--- src/design/mrr_pkg.sv ---
// Shared types, constants and CRC helper for the Modbus RTU response receiver.
`default_nettype none

package mrr_pkg;

  localparam int StoreDepth = 69;
  localparam int AddrW      = $clog2(StoreDepth);
  localparam int LenW       = 7;

  localparam logic [LenW-1:0] MinLen = 7'd5;
  localparam logic [LenW-1:0] MaxLen = 7'd69;
  localparam logic [LenW-1:0] RstLen = 7'd8;

  localparam int MaxRegs   = 32;
  localparam int ResultCap = 32;
  localparam int CntCap    = (MaxRegs < ResultCap) ? MaxRegs : ResultCap;

  localparam logic [7:0]  FcRead  = 8'h03;
  localparam logic [7:0]  FcWrite = 8'h06;
  localparam logic [15:0] CrcInit = 16'hFFFF;
  localparam logic [15:0] CrcPoly = 16'hA001;

  // APB register map (word index)
  localparam logic RegExpectedLength = 1'b0;

  typedef enum logic [1:0] {
    StOk        = 2'd0,
    StCrcErr    = 2'd1,
    StUnknownFc = 2'd2,
    StNoValues  = 2'd3
  } status_e;

  typedef enum logic [2:0] {
    S_IDLE,
    S_SCAN,
    S_SCAN_END,
    S_DECIDE,
    S_RD_HI,
    S_RD_LO,
    S_RD_WAIT,
    S_EMIT
  } state_e;

  typedef enum logic [1:0] {
    TagNone,
    TagScan,
    TagHi,
    TagLo
  } rd_tag_e;

  typedef struct packed {
    logic take_in;   // request on the input channel this cycle
    logic scan_rd;   // read next frame byte for CRC/header scan
    logic rd_hi;     // read high byte of current register value
    logic rd_lo;     // read low byte of current register value
    logic load_out;  // load result into the output register
    logic next_val;  // advance value index
    logic finish;    // frame done: clear byte count and CRC
  } dp_cmd_t;

  typedef struct packed {
    logic frame_done;  // accepted byte completes the frame
    logic scan_last;   // scan read of the final frame byte
    logic multi;       // good read reply with at least one value
    logic last_val;    // current value is the final one
    logic out_free;    // output register can take a result
  } dp_stat_t;

  function automatic logic [15:0] crc_byte(input logic [15:0] crc, input logic [7:0] b);
    logic [15:0] c;
    c = crc ^ {8'h00, b};
    for (int k = 0; k < 8; k++) begin
      if (c[0]) begin
        c = (c >> 1) ^ CrcPoly;
      end else begin
        c = c >> 1;
      end
    end
    return c;
  endfunction

endpackage

`default_nettype wire

--- src/design/mrr_ram.sv ---
// Generic single-write, single-read RAM with registered read data.
`default_nettype none

module mrr_ram #(
  parameter int Width = 8,
  parameter int Depth = 69
) (
  input  wire logic                     clk_i,
  input  wire logic                     we_i,
  input  wire logic [$clog2(Depth)-1:0] waddr_i,
  input  wire logic [Width-1:0]         wdata_i,
  input  wire logic                     re_i,
  input  wire logic [$clog2(Depth)-1:0] raddr_i,
  output      logic [Width-1:0]         rdata_o
);

  logic [Width-1:0] mem_q [Depth];

  always_ff @(posedge clk_i) begin
    if (we_i) begin
      mem_q[waddr_i] <= wdata_i;
    end
    if (re_i) begin
      rdata_o <= mem_q[raddr_i];
    end
  end

endmodule

`default_nettype wire

--- src/design/mrr_ctrl.sv ---
// Sequencer for byte intake, frame scan and result emission.
`default_nettype none

module mrr_ctrl
  import mrr_pkg::*;
(
  input  wire logic     clk_i,
  input  wire logic     rst_ni,
  input  wire logic     in_valid_i,
  output      logic     in_ready_o,
  input  wire dp_stat_t stat_i,
  output      dp_cmd_t  cmd_o
);

  state_e state_q, state_d;

  always_ff @(posedge clk_i or negedge rst_ni) begin
    if (!rst_ni) begin
      state_q <= S_IDLE;
    end else begin
      state_q <= state_d;
    end
  end

  // next state
  always_comb begin
    state_d = state_q;
    case (state_q)
      S_IDLE: begin
        if (in_valid_i && stat_i.frame_done) state_d = S_SCAN;
      end
      S_SCAN: begin
        if (stat_i.scan_last) state_d = S_SCAN_END;
      end
      S_SCAN_END: state_d = S_DECIDE;
      S_DECIDE:   state_d = stat_i.multi ? S_RD_HI : S_EMIT;
      S_RD_HI:    state_d = S_RD_LO;
      S_RD_LO:    state_d = S_RD_WAIT;
      S_RD_WAIT:  state_d = S_EMIT;
      S_EMIT: begin
        if (stat_i.out_free) begin
          state_d = (!stat_i.multi || stat_i.last_val) ? S_IDLE : S_RD_HI;
        end
      end
      default: state_d = S_IDLE;
    endcase
  end

  // outputs
  always_comb begin
    cmd_o      = '0;
    in_ready_o = 1'b0;
    case (state_q)
      S_IDLE: begin
        in_ready_o    = 1'b1;
        cmd_o.take_in = in_valid_i;
      end
      S_SCAN:  cmd_o.scan_rd = 1'b1;
      S_RD_HI: cmd_o.rd_hi   = 1'b1;
      S_RD_LO: cmd_o.rd_lo   = 1'b1;
      S_EMIT: begin
        if (stat_i.out_free) begin
          cmd_o.load_out = 1'b1;
          if (!stat_i.multi || stat_i.last_val) begin
            cmd_o.finish = 1'b1;
          end else begin
            cmd_o.next_val = 1'b1;
          end
        end
      end
      default: begin
        cmd_o      = '0;
        in_ready_o = 1'b0;
      end
    endcase
  end

endmodule

`default_nettype wire

--- src/design/mrr_datapath.sv ---
// Byte counter, CRC accumulator, header capture and output register.
`default_nettype none

module mrr_datapath
  import mrr_pkg::*;
(
  input  wire logic             clk_i,
  input  wire logic             rst_ni,
  input  wire dp_cmd_t          cmd_i,
  output      dp_stat_t         stat_o,
  input  wire logic [LenW-1:0]  expected_length_i,
  input  wire logic             in_action_i,
  input  wire logic [7:0]       in_byte_i,
  // frame store port
  output      logic             ram_we_o,
  output      logic [AddrW-1:0] ram_waddr_o,
  output      logic [7:0]       ram_wdata_o,
  output      logic             ram_re_o,
  output      logic [AddrW-1:0] ram_raddr_o,
  input  wire logic [7:0]       ram_rdata_i,
  // result register
  input  wire logic             out_ready_i,
  output      logic             out_valid_o,
  output      logic [47:0]      out_data_o,
  output      logic             out_kind_o,
  output      logic             out_last_o
);

  logic [LenW-1:0]  held_q, held_d;
  logic [LenW-1:0]  len_q;
  logic [AddrW-1:0] scan_q;
  logic [AddrW-1:0] rd_idx_q;
  rd_tag_e          tag_q, tag_d;
  logic [15:0]      crc_q;
  logic [4:0]       vi_q;
  logic             out_valid_q;
  logic [47:0]      out_data_q;
  logic             out_kind_q;
  logic             out_last_q;

  logic [7:0] addr_q, fc_q, b2_q, b3_q, b4_q, b5_q, crc_lo_q, crc_hi_q;
  logic [7:0] val_hi_q, val_lo_q;

  // effective length, saturated to the legal frame range
  logic [LenW-1:0] len_eff;
  always_comb begin
    if (expected_length_i < MinLen) begin
      len_eff = MinLen;
    end else if (expected_length_i > MaxLen) begin
      len_eff = MaxLen;
    end else begin
      len_eff = expected_length_i;
    end
  end

  logic            held_full;
  logic [LenW-1:0] held_inc;
  assign held_full = (held_q >= LenW'(StoreDepth));
  assign held_inc  = held_full ? held_q : held_q + LenW'(1);

  assign ram_we_o    = cmd_i.take_in && !in_action_i && !held_full;
  assign ram_waddr_o = AddrW'(held_q);
  assign ram_wdata_o = in_byte_i;

  // read address: scan walk, or value bytes at 3+2i / 4+2i
  logic [AddrW-1:0] val_base;
  assign val_base = AddrW'({vi_q, 1'b0});
  always_comb begin
    ram_re_o    = cmd_i.scan_rd || cmd_i.rd_hi || cmd_i.rd_lo;
    ram_raddr_o = scan_q;
    tag_d       = TagNone;
    if (cmd_i.scan_rd) begin
      tag_d = TagScan;
    end else if (cmd_i.rd_hi) begin
      ram_raddr_o = val_base + AddrW'(3);
      tag_d       = TagHi;
    end else if (cmd_i.rd_lo) begin
      ram_raddr_o = val_base + AddrW'(4);
      tag_d       = TagLo;
    end
  end

  always_comb begin
    held_d = held_q;
    if (cmd_i.finish) begin
      held_d = '0;
    end else if (cmd_i.take_in) begin
      held_d = in_action_i ? '0 : held_inc;
    end
  end

  logic [LenW-1:0] len_m1, len_m2;
  assign len_m1 = len_q - LenW'(1);
  assign len_m2 = len_q - LenW'(2);

  logic scan_crc;
  assign scan_crc = (tag_q == TagScan) && (LenW'(rd_idx_q) < len_m2);

  always_ff @(posedge clk_i or negedge rst_ni) begin
    if (!rst_ni) begin
      held_q      <= '0;
      scan_q      <= '0;
      tag_q       <= TagNone;
      crc_q       <= CrcInit;
      vi_q        <= '0;
      out_valid_q <= 1'b0;
    end else begin
      held_q <= held_d;
      tag_q  <= tag_d;
      if (cmd_i.take_in) begin
        scan_q <= '0;
        vi_q   <= '0;
      end else begin
        if (cmd_i.scan_rd)  scan_q <= scan_q + AddrW'(1);
        if (cmd_i.next_val) vi_q   <= vi_q + 5'd1;
      end
      if (cmd_i.finish) begin
        crc_q <= CrcInit;
      end else if (scan_crc) begin
        crc_q <= crc_byte(crc_q, ram_rdata_i);
      end
      if (cmd_i.load_out) begin
        out_valid_q <= 1'b1;
      end else if (out_ready_i) begin
        out_valid_q <= 1'b0;
      end
    end
  end

  // payload capture
  always_ff @(posedge clk_i) begin
    if (cmd_i.take_in) len_q <= len_eff;
    if (cmd_i.scan_rd) rd_idx_q <= scan_q;
    if (tag_q == TagScan) begin
      if (rd_idx_q == AddrW'(0)) addr_q <= ram_rdata_i;
      if (rd_idx_q == AddrW'(1)) fc_q   <= ram_rdata_i;
      if (rd_idx_q == AddrW'(2)) b2_q   <= ram_rdata_i;
      if (rd_idx_q == AddrW'(3)) b3_q   <= ram_rdata_i;
      if (rd_idx_q == AddrW'(4)) b4_q   <= ram_rdata_i;
      if (rd_idx_q == AddrW'(5)) b5_q   <= ram_rdata_i;
      if (LenW'(rd_idx_q) == len_m2) crc_lo_q <= ram_rdata_i;
      if (LenW'(rd_idx_q) == len_m1) crc_hi_q <= ram_rdata_i;
    end
    if (tag_q == TagHi) val_hi_q <= ram_rdata_i;
    if (tag_q == TagLo) val_lo_q <= ram_rdata_i;
  end

  // value count: byte count / 2, clamped to room and cap
  logic [LenW-1:0] room, half, c1, cnt;
  assign room = (len_q - MinLen) >> 1;
  assign half = LenW'(b2_q[7:1]);
  assign c1   = (half < room) ? half : room;
  assign cnt  = (c1 < LenW'(CntCap)) ? c1 : LenW'(CntCap);

  logic crc_ok, is_read, is_write;
  assign crc_ok   = (crc_q == {crc_hi_q, crc_lo_q});
  assign is_read  = crc_ok && (fc_q == FcRead);
  assign is_write = crc_ok && (fc_q == FcWrite);

  assign stat_o.frame_done = !in_action_i && (held_inc >= len_eff);
  assign stat_o.scan_last  = (LenW'(scan_q) == len_m1);
  assign stat_o.multi      = is_read && (cnt != '0);
  assign stat_o.last_val   = ((LenW'(vi_q) + LenW'(1)) == cnt);
  assign stat_o.out_free   = !out_valid_q || out_ready_i;

  // short write echo: bytes at or past the CRC position read as zero
  logic [7:0] w3, w4, w5;
  assign w3 = (LenW'(3) >= len_m2) ? 8'h00 : b3_q;
  assign w4 = (LenW'(4) >= len_m2) ? 8'h00 : b4_q;
  assign w5 = (LenW'(5) >= len_m2) ? 8'h00 : b5_q;

  status_e     r_status;
  logic [15:0] r_reg, r_val;
  logic [4:0]  r_idx;
  logic        r_last;
  always_comb begin
    r_status = StOk;
    r_reg    = '0;
    r_val    = '0;
    r_idx    = '0;
    r_last   = 1'b1;
    if (!crc_ok) begin
      r_status = StCrcErr;
    end else if (is_read) begin
      if (cnt == '0) begin
        r_status = StNoValues;
      end else begin
        r_val  = {val_hi_q, val_lo_q};
        r_idx  = vi_q;
        r_last = stat_o.last_val;
      end
    end else if (is_write) begin
      r_reg = {b2_q, w3};
      r_val = {w4, w5};
    end else begin
      r_status = StUnknownFc;
    end
  end

  always_ff @(posedge clk_i) begin
    if (cmd_i.load_out) begin
      out_data_q <= {1'b0, r_idx, r_val, r_reg, addr_q, r_status};
      out_kind_q <= is_write;
      out_last_q <= r_last;
    end
  end

  assign out_valid_o = out_valid_q;
  assign out_data_o  = out_data_q;
  assign out_kind_o  = out_kind_q;
  assign out_last_o  = out_last_q;

endmodule

`default_nettype wire

--- src/design/modbus_rtu_response_receiver_top.sv ---
// Top level of the Modbus RTU response receiver: APB register, sequencer, datapath, frame store.
// Usage:
//  - Input stream (s_axis): one received byte per request; tuser=1 drops the partial
//    frame instead (tdata ignored). A byte request is accepted at once while the
//    block is collecting, so bytes may arrive back to back.
//  - When the byte count reaches expected_length (saturated to 5..69) the frame is
//    scanned out of the 69-byte store for CRC and header.
//  - Results (m_axis): a read reply (0x03) yields one request per register value;
//    a write echo, CRC error, unknown function or empty read gives a single request.
//    tlast marks the final one.
//  - s_axis_tready is low from the completing byte until the last result of the
//    frame is loaded into the output register; the output register then frees the
//    input side, so the next frame can start while the last result waits.
//  - A stalled m_axis holds the result and pauses the emit sequencer.
//  - Reset clears the byte count, the CRC and the output valid; expected_length
//    returns to 8. The frame store needs no clearing.
//  - APB: register 0 (byte address 0) is expected_length, bits [6:0]. Write only
//    while no frame is being processed.
`default_nettype none

module modbus_rtu_response_receiver_top
  import mrr_pkg::*;
(
  input  wire logic        clk_i,
  input  wire logic        rst_ni,
  // APB configuration
  input  wire logic        psel,
  input  wire logic        penable,
  input  wire logic        pwrite,
  input  wire logic [2:0]  paddr,
  input  wire logic [31:0] pwdata,
  output      logic [31:0] prdata,
  output      logic        pready,
  // received bytes
  input  wire logic        s_axis_tvalid,
  output      logic        s_axis_tready,
  input  wire logic [7:0]  s_axis_tdata,   // [7:0] rx_byte
  input  wire logic        s_axis_tuser,   // [0] action (1 = discard frame)
  // results
  output      logic        m_axis_tvalid,
  input  wire logic        m_axis_tready,
  output      logic [47:0] m_axis_tdata,   // [1:0] status, [9:2] slave_address,
                                           // [25:10] start_register, [41:26] reg_value,
                                           // [46:42] value_index, [47] zero
  output      logic        m_axis_tuser,   // [0] function_kind
  output      logic        m_axis_tlast    // last result of the frame
);

  logic [LenW-1:0] exp_len_q;

  logic cfg_wr;
  assign cfg_wr = psel && penable && pwrite && pready && (paddr[2] == RegExpectedLength);

  always_ff @(posedge clk_i or negedge rst_ni) begin
    if (!rst_ni) begin
      exp_len_q <= RstLen;
    end else if (cfg_wr) begin
      exp_len_q <= pwdata[LenW-1:0];
    end
  end

  assign pready = 1'b1;
  assign prdata = (paddr[2] == RegExpectedLength) ? {{(32-LenW){1'b0}}, exp_len_q} : 32'h0;

  dp_cmd_t  cmd;
  dp_stat_t stat;

  logic             ram_we, ram_re;
  logic [AddrW-1:0] ram_waddr, ram_raddr;
  logic [7:0]       ram_wdata, ram_rdata;

  mrr_ctrl u_ctrl (
    .clk_i      (clk_i),
    .rst_ni     (rst_ni),
    .in_valid_i (s_axis_tvalid),
    .in_ready_o (s_axis_tready),
    .stat_i     (stat),
    .cmd_o      (cmd)
  );

  mrr_datapath u_dp (
    .clk_i             (clk_i),
    .rst_ni            (rst_ni),
    .cmd_i             (cmd),
    .stat_o            (stat),
    .expected_length_i (exp_len_q),
    .in_action_i       (s_axis_tuser),
    .in_byte_i         (s_axis_tdata),
    .ram_we_o          (ram_we),
    .ram_waddr_o       (ram_waddr),
    .ram_wdata_o       (ram_wdata),
    .ram_re_o          (ram_re),
    .ram_raddr_o       (ram_raddr),
    .ram_rdata_i       (ram_rdata),
    .out_ready_i       (m_axis_tready),
    .out_valid_o       (m_axis_tvalid),
    .out_data_o        (m_axis_tdata),
    .out_kind_o        (m_axis_tuser),
    .out_last_o        (m_axis_tlast)
  );

  mrr_ram #(
    .Width (8),
    .Depth (StoreDepth)
  ) u_store (
    .clk_i   (clk_i),
    .we_i    (ram_we),
    .waddr_i (ram_waddr),
    .wdata_i (ram_wdata),
    .re_i    (ram_re),
    .raddr_i (ram_raddr),
    .rdata_o (ram_rdata)
  );

endmodule

`default_nettype wire

--- config.mk ---
export PLATFORM = sky130hd
export DESIGN_NAME = modbus_rtu_response_receiver_top
export DESIGN_NICKNAME = d
export VERILOG_FILES = /design/src/design/mrr_pkg.sv /design/src/design/mrr_ram.sv /design/src/design/mrr_ctrl.sv /design/src/design/mrr_datapath.sv /design/src/design/modbus_rtu_response_receiver_top.sv
export SDC_FILE = /design/constraint.sdc
export NUM_CORES = 1
export LEC_CHECK = 0
export BUFFER_PORTS_ARGS = -buffer_cell sky130_fd_sc_hd__clkbuf_2
export CAP_MARGIN = 20
export CORE_ASPECT_RATIO = 1.2
export CORE_MARGIN = 4
export CORE_UTILIZATION = 60
export CTS_BUF_LIST = sky130_fd_sc_hd__clkbuf_8
export CTS_CLUSTER_SIZE = 16
export DETAILED_ROUTE_END_ITERATION = 12
export PLACE_DENSITY = 0.86
export SLEW_MARGIN = 15
export SYNTH_ARGS = -nofsm -noshare
export SYNTH_HDL_FRONTEND = slang
export SYNTH_SLANG_ARGS = --single-unit
--- constraint.sdc ---
create_clock -name clk_i -period 11.4 [get_ports clk_i]
set_clock_uncertainty 0.15 [all_clocks]
set_input_delay 0 -clock clk_i [delete_from_list [all_inputs] [get_ports clk_i]]
set_output_delay 0 -clock clk_i [all_outputs]
set_load 0.01 [all_outputs]
=== Word-level counts from Yosys, hierarchy flattened ===
Memory sizes are Yosys's and may differ from the RTL's. A register that Yosys moved wholly into a read port is not among the register bits.
Cells that the tools add are included.

* Register bits: 191
* Bits in writable memories: 552
* Input bits: 51
* Output and inout port bits: 85
* Word-level logic and storage cells: 195
* Memories kept: 1

* Add/sub/neg operators: 9
* $lt $le $gt $ge: 10
* Equal/unequal tests: 25
* Multiplexer cells: 70
* Bitwise operators: 13
* Reduce and logical (&&, ||, !) cells: 40

{| class="wikitable"
|+ Memories
! name !! words !! width !! rd ports !! clocked after Yosys merged registers in !! wr ports !! line !! RTL
|-
| u_store.mem_q || 69 || 8 || 1 || 1 || 1 || mrr_ram.sv:17 || <nowiki>logic [Width-1:0] mem_q [Depth];</nowiki>
|}

{| class="wikitable"
|+ Operators by type and width
! cell !! count
|-
| $mux W16 || 27
|-
| $mux W7 || 14
|-
| $eq A7 B7 Y1 || 4
|-
| $not A2 Y3 || 8
|-
| $pmux W3 S8 || 1
|-
| $mux W3 || 6
|-
| $eq A16 B16 Y1 || 1
|-
| $mux W8 || 2
|-
| $reduce_and A2 Y1 || 8
|-
| $xor A16 B8 Y16 || 1
|-
| $add A7 B1 Y7 const B || 2
|-
| $eq A7 B2 Y1 const B || 2
|-
| $eq A7 B3 Y1 const B || 2
|-
| $ge A3 B7 Y1 const A || 2
|-
| $logic_not A7 Y1 || 2
|-
| $mux W2 || 7
|-
| $eq A3 B3 Y1 const B || 4
|-
| $logic_and A1 B1 Y1 || 11
|-
| $mux W1 || 11
|-
| $mux W5 || 2
|-
| $reduce_bool A2 Y1 || 5
|-
| $eq A8 B2 Y1 const B || 1
|-
| $eq A8 B3 Y1 const B || 1
|-
| $add A6 B2 Y7 const B || 1
|-
| other kinds (29) || 42
|}

=== Logic depth before layout (Yosys ltp) ===
* Depth in word-level cells: 41
* Gate-level depth with buffers: 16
* Depth with buffers taken out: 15

=== Modules after synthesis ===
From an unflattened synthesis, not the netlist that was laid out.

* Cells, all modules: 1745
* Area total of the unflattened synthesis: 31117.3 um2

{| class="wikitable"
|+ Modules (own cells, without submodules)
! module !! times used !! cells an instance !! area an instance (um2) !! seq. area each (um2)
|-
| mrr_ram || 1 || 1013 || 21792.2 || 16816.1
|-
| mrr_datapath || 1 || 656 || 8518.2 || 5265.0
|-
| modbus_rtu_response_receiver_top || 1 || 50 || 543.0 || 176.4
|-
| mrr_ctrl || 1 || 26 || 264.0 || 75.1
|}

=== Least setup slack after synthesis ===
OpenSTA, ideal clock, no wires.

* Path type: register to register
* From: register u_dp.len_q[1]
* To: register u_dp.held_q[1] (netlist: u_dp.ram_waddr_o[1])
* Arrival: 3.535 ns
* Required time: 11.128 ns
* Path slack: 7.593 ns
* Cell stages (with the launch flop): 16
* Path buffers: 1
* Clock period less this slack: 3.807 ns
* Path through: edfxtp_1 -> inv_1 -> ha_1 -> a2111oi_2 -> xor2_1 -> inv_1 -> ha_1 -> a21oi_1 -> o21ai_0 -> or4_1 -> o31ai_1 -> a21o_1 -> and4_4 -> o21ai_2 -> buf_6 -> a32o_1

* Longest elaborated chain between the ends: 13

{| class="wikitable"
|+ Ends and longest elaborated chain
! what !! line !! RTL
|-
| from (decl) || mrr_datapath.sv:30 || <nowiki>logic [LenW-1:0] len_q;</nowiki>
|-
| from (signal assigned) || mrr_datapath.sv:132 || <nowiki>if (cmd_i.take_in) len_q <= len_eff;</nowiki>
|-
| $sub A7 B3 Y7 * || mrr_datapath.sv:150 || <nowiki>assign room = (len_q - MinLen) >> 1;</nowiki>
|-
| $lt A7 B6 Y1 || mrr_datapath.sv:152 || <nowiki>assign c1 = (half < room) ? half : room;</nowiki>
|-
| $mux W7 * || mrr_datapath.sv:152 ||
|-
| $lt A7 B6 Y1 || mrr_datapath.sv:153 || <nowiki>assign cnt = (c1 < LenW'(CntCap)) ? c1 : LenW'(CntCap);</nowiki>
|-
| $mux W7 * || mrr_datapath.sv:153 ||
|-
| $reduce_bool A7 Y1 || mrr_datapath.sv:162 || <nowiki>assign stat_o.multi = is_read && (cnt != '0);</nowiki>
|-
| $logic_and A1 B1 Y1 || mrr_datapath.sv:162 ||
|-
| $logic_not A1 Y1 || mrr_ctrl.sv:64 || <nowiki>if (!stat_i.multi || stat_i.last_val) begin</nowiki>
|-
| $logic_or A1 B1 Y1 * || mrr_ctrl.sv:64 ||
|-
| $mux W1 * || mrr_ctrl.sv:64 ||
|-
| $mux W3 * || mrr_ctrl.sv:62 || <nowiki>if (stat_i.out_free) begin</nowiki>
|-
| $mux W3 * || mrr_ctrl.sv:53 || <nowiki>case (state_q)</nowiki>
|-
| $mux W7 / $reduce_bool A2 Y1 (equally long branches) || n/a ||
|-
| to (signal assigned) || mrr_datapath.sv:108 || <nowiki>held_q <= held_d;</nowiki>
|-
| to (decl) || mrr_datapath.sv:29 || <nowiki>logic [LenW-1:0] held_q, held_d;</nowiki>
|}

Mark *: on every way between the ends. The rest lies on a longest branch, timed or not.
A chain may end at the register's enable or synchronous reset.

=== Worst setup path after layout ===
* From: register u_ctrl.state_q[1]
* To: register u_store.rdata_o[1] (read register of u_store.mem_q), data pin

* Longest elaborated chain between the ends: 5

{| class="wikitable"
|+ Ends and longest elaborated chain
! what !! line !! RTL
|-
| from (decl) || mrr_ctrl.sv:15 || <nowiki>state_e state_q, state_d;</nowiki>
|-
| from (signal assigned) || mrr_ctrl.sv:21 || <nowiki>state_q <= state_d;</nowiki>
|-
| $eq A3 B3 Y1 || mrr_ctrl.sv:53 ||
|-
| $mux W1 || mrr_ctrl.sv:53 ||
|-
| $mux W7 || mrr_datapath.sv:77 || <nowiki>end else if (cmd_i.rd_lo) begin</nowiki>
|-
| $mux W7 || mrr_datapath.sv:74 || <nowiki>end else if (cmd_i.rd_hi) begin</nowiki>
|-
| $mux W7 || mrr_datapath.sv:72 || <nowiki>if (cmd_i.scan_rd) begin</nowiki>
|-
| to (decl) || mrr_ram.sv:14 || <nowiki>output logic [Width-1:0] rdata_o</nowiki>
|}

Parallel ways exist; a longest one is shown, timed or not.

==> metrics.md <==
| Metric | Value |
|---|---|
| Vias per cell | `6.267` |
| Final non-filler cell total | `3443` |
| CTS Buf Count | `106` |
| Top cell type's share of synthesized area | `65.90%` |
| Routed vias | `21580` |
| Max incr delay on CP | `0.93 ns` |
| Fin util | `66.79%` |
| Synthesis warning total | `0` |
| Max reg flops | `552` |
| Port bufs | `81` |
| CTS Sinks | `751` |
| Main synth FF type | `edfxtp_1` |
| I/O Pins | `136` |
| Initial antenna violation count | `1` |
| Post-DRT Antenna Nets | `0` |
| Row count | `92` |
| Leakage power | `0.01252 uW` |
| Crit-path cells | `nand2b_4, mux2i_4, buf_4, buf_4, a211oi_1, a311oi_1, o21ai_0, nand4_1, a21oi_1, a2111oi_1` |
| Most frequent CP cell | `buf_4` |
| Total GRT Usage | `26.73%` |
| Area grow syn2layout | `9.917%` |
| Post-cts resize count | `0` |
| Placed insts | `3210` |
| VDD IR max | `0.2533 mV` |
| RD Place Congestion | `0.9662` |
| Flop-to-flop setup slack | `5.94 ns` |
| Biggest register | `u_store.mem_q` |
| Critical path peak fanout | `94` |
| Initial Util | `60.76%` |
| Final Hold Viols | `0` |
| Status | `finished clean` |
| Ys async rst share | `6.391%` |
| Crit path max-delay cell type | `buf_4` |
| Routed len/inst | `22.40 um` |
| Min cycle time layout | `5.457 ns` |
| Die Y | `261.1 um` |
| DIE AREA | `57160 um^2` |
| Period utilization | `47.86%` |
| #FFs+latches synth | `751` |
| WP data arrival | `5.71 ns` |
| Syn Area/Cell | `12.63 um^2` |
| Clock transition at path regs | `0.06 ns` |
| DR top layer | `met4` |
| DRT Pass-1 Iters | `7` |
| H-tree depth reported by CTS | `3` |
| Met3 wire len | `8990 um` |
| P per Cell Area | `240.9 nW/um^2` |
| Grt ovf | `0` |
| Clock Tree Root | `clkbuf_8` |
| Sequential share of the synthesized area | `69.72%` |
| Vias in the first global route | `21260` |
| EDFF count, synth | `703` |
| Yosys top cell by area | `edfxtp_1` |
| RSZ-0062 raised after global routing | `false` |
| Setup TNS | `0 ns` |
| Max Slew Vio Count | `0` |
| Main area contributors after synthesis | `edfxtp_1 (66%), nand2_1 (6.4%), nand3_1 (5.0%)` |
| Post-DP HPWL | `44870 um` |
| Worst relative slew slack | `21.39%` |
| Global-route wire length before repair | `117500 um` |
| Fmax | `183.3 MHz` |
| DRC | `0` |
| Chip width | `218.9 um` |
| DR WL met2 | `38040 um` |
| Setup violators final | `0` |
| WL final | `77130 um` |
| # nets final | `2729` |
| Proportion of layout cells with a drive suffix above 1 | `11.33%` |
| MaxCap Viol Count | `0` |
| DRT iter0 DRCs | `3128` |
| CP Launch Type | `flip-flop` |
| Cells after synthesis | `2537` |
| Synth unique cells | `78` |
| Hold_buf cts | `34` |
| Wire length on met1 | `26480 um` |
| Synth Cell Area | `32030 um^2` |
| Post-CTS Setup Inserts | `0` |
| Core area | `52720 um^2` |
| Pin count of the biggest net entering global routing | `194` |
| Clk buf depth | `3` |
| Req. time, crit path | `11.65 ns` |
| Clk_lat worst skew | `0.73 ns` |
| Class of the worst hold path | `in -> reg` |
| Worst Max-Slew Pin Slew | `1.176 ns` |
| Clock tree from TritonCTS | `done` |
| Kind of end point of the critical path | `flip-flop` |
| Setup CP Type | `reg -> reg` |
==> cell type report <==
type | count | area [um^2]
Antenna cell | 1 | 2.502
Inverter | 52 | 195.2
Clock buffer | 112 | 1541
Timing Repair Buffer | 148 | 1003
Tap cell | 705 | 882.1
Clock inverter | 85 | 513.0
Fill cell | 3470 | 17510
Sequential cell | 751 | 22330
Multi-Input combinational cell | 1589 | 8740
==> where the power goes <==
part           internal, uW  switching, uW
logic                   920           2110
clock network          1010           1000
registers              3270            173
==> path summary, 6_finish.rpt <==
path	startpoint	end	cells after the start
worst max-delay path	u_ctrl.state_q[1]$_DFFE_PN0P_	u_store.rdata_o[1]$_DFFE_PP_	10
worst min register to register	u_dp.addr_q[6]$_DFFE_PP_	u_dp.out_data_o[8]$_DFFE_PP_	0
min in group asynchronous	rst_ni	exp_len_q[2]$_DFFE_PN0P_	4
worst min-delay path	m_axis_tready	u_dp.out_valid_o$_DFFE_PN0P_	4
max in group asynchronous	rst_ni	u_dp.vi_q[4]$_DFFE_PN0P_	4
worst max register to register	u_ctrl.state_q[1]$_DFFE_PN0P_	u_store.rdata_o[1]$_DFFE_PP_	10
==> routing by layer <==
metal  global-route usage (%)  up-vias
li1                         -     9511
met3                    6.046      276
met4                    12.50        0
met2                    44.74     1513
met1                    33.41    10280
met5                        0        -
==> cell families after synthesis <==
group | after synthesis | synth area share, %
AOI/OAI and AO/OA | 300 | 6.777
xor gates and xnor gates | 79 | 2.160
adders and majority gates | 30 | 1.172
buffers and inverters | 222 | 3.515
DFF | 751 | 69.72
muxes | 18 | 0.6913
other | 2 | 0.02344
and+or+nand+nor | 1135 | 15.94
==> cells in the final DEF (no fill, tap or decap), types with 10 or more instances in the layout <==
| cell | count |
|---|---|
| a211oi_1 | 57 |
| a21oi_1 | 47 |
| a22o_1 | 16 |
| a311oi_1 | 45 |
| and2_1 | 20 |
| and3_1 | 27 |
| buf_4 | 31 |
| clkbuf_2 | 81 |
| clkbuf_8 | 112 |
| clkinv_1 | 19 |
| clkinv_2 | 11 |
| conb_1 | 27 |
| dfrtp_1 | 31 |
| dfstp_2 | 17 |
| dlygate4sd3_1 | 34 |
| edfxtp_1 | 703 |
| ha_1 | 30 |
| inv_1 | 93 |
| nand2_1 | 547 |
| nand2b_1 | 10 |
| nand3_1 | 317 |
| nand4_1 | 26 |
| nor2_1 | 106 |
| nor2b_1 | 19 |
| nor3_1 | 16 |
| nor4_1 | 13 |
| o211ai_1 | 14 |
| o21ai_0 | 45 |
| xnor2_1 | 36 |
| xor2_1 | 43 |
==> worst max-delay path, delay by kind of cell (launching register included) <==
kind                   cells  cell delay, ns
AO/OA/AOI/OAI              5            1.52
AND/OR/NAND/NOR            2            0.89
multiplexers               1            0.32
flip-flops                 1            0.56
buffers and inverters      2            1.62
==> synthesized netlist by cell type, types with 6 or more instances <==
library cell	number
and3_1	27
nand3_1	317
buf_2	75
clkbuf_1	39
o21a_1	7
nor4_1	14
inv_1	51
or3_1	8
and2_1	20
buf_4	43
edfxtp_1	703
o211ai_1	14
nand2_1	547
a31oi_1	9
mux2_2	10
a21oi_1	48
nor2b_1	20
nand3b_1	6
ha_1	30
o21ai_0	45
a22o_1	16
o31ai_1	8
nand2b_1	10
dfrtp_1	31
a311oi_1	45
nor2_1	106
nand4_1	26
nor3_1	16
buf_1	8
xor2_1	43
dfstp_2	17
xnor2_1	36
a211oi_1	57
==> through the flow <==
step           setup slack (ns)  hold slack [ns]  instance area (um^2)  total power [uW]
2_1_floorplan             7.593          -0.4456                 32130              5581
3_3_place_gp              6.326         -0.01380                 32810              6297
3_5_place_dp              6.226         0.005740                 32810              6404
4_1_cts                   6.156          0.04072                 35200              8410
5_1_grt                   5.839          0.09197                 35210              8874
6_report                  5.943           0.1140                 35210              8484
Power figures use the tool's default switching activity.
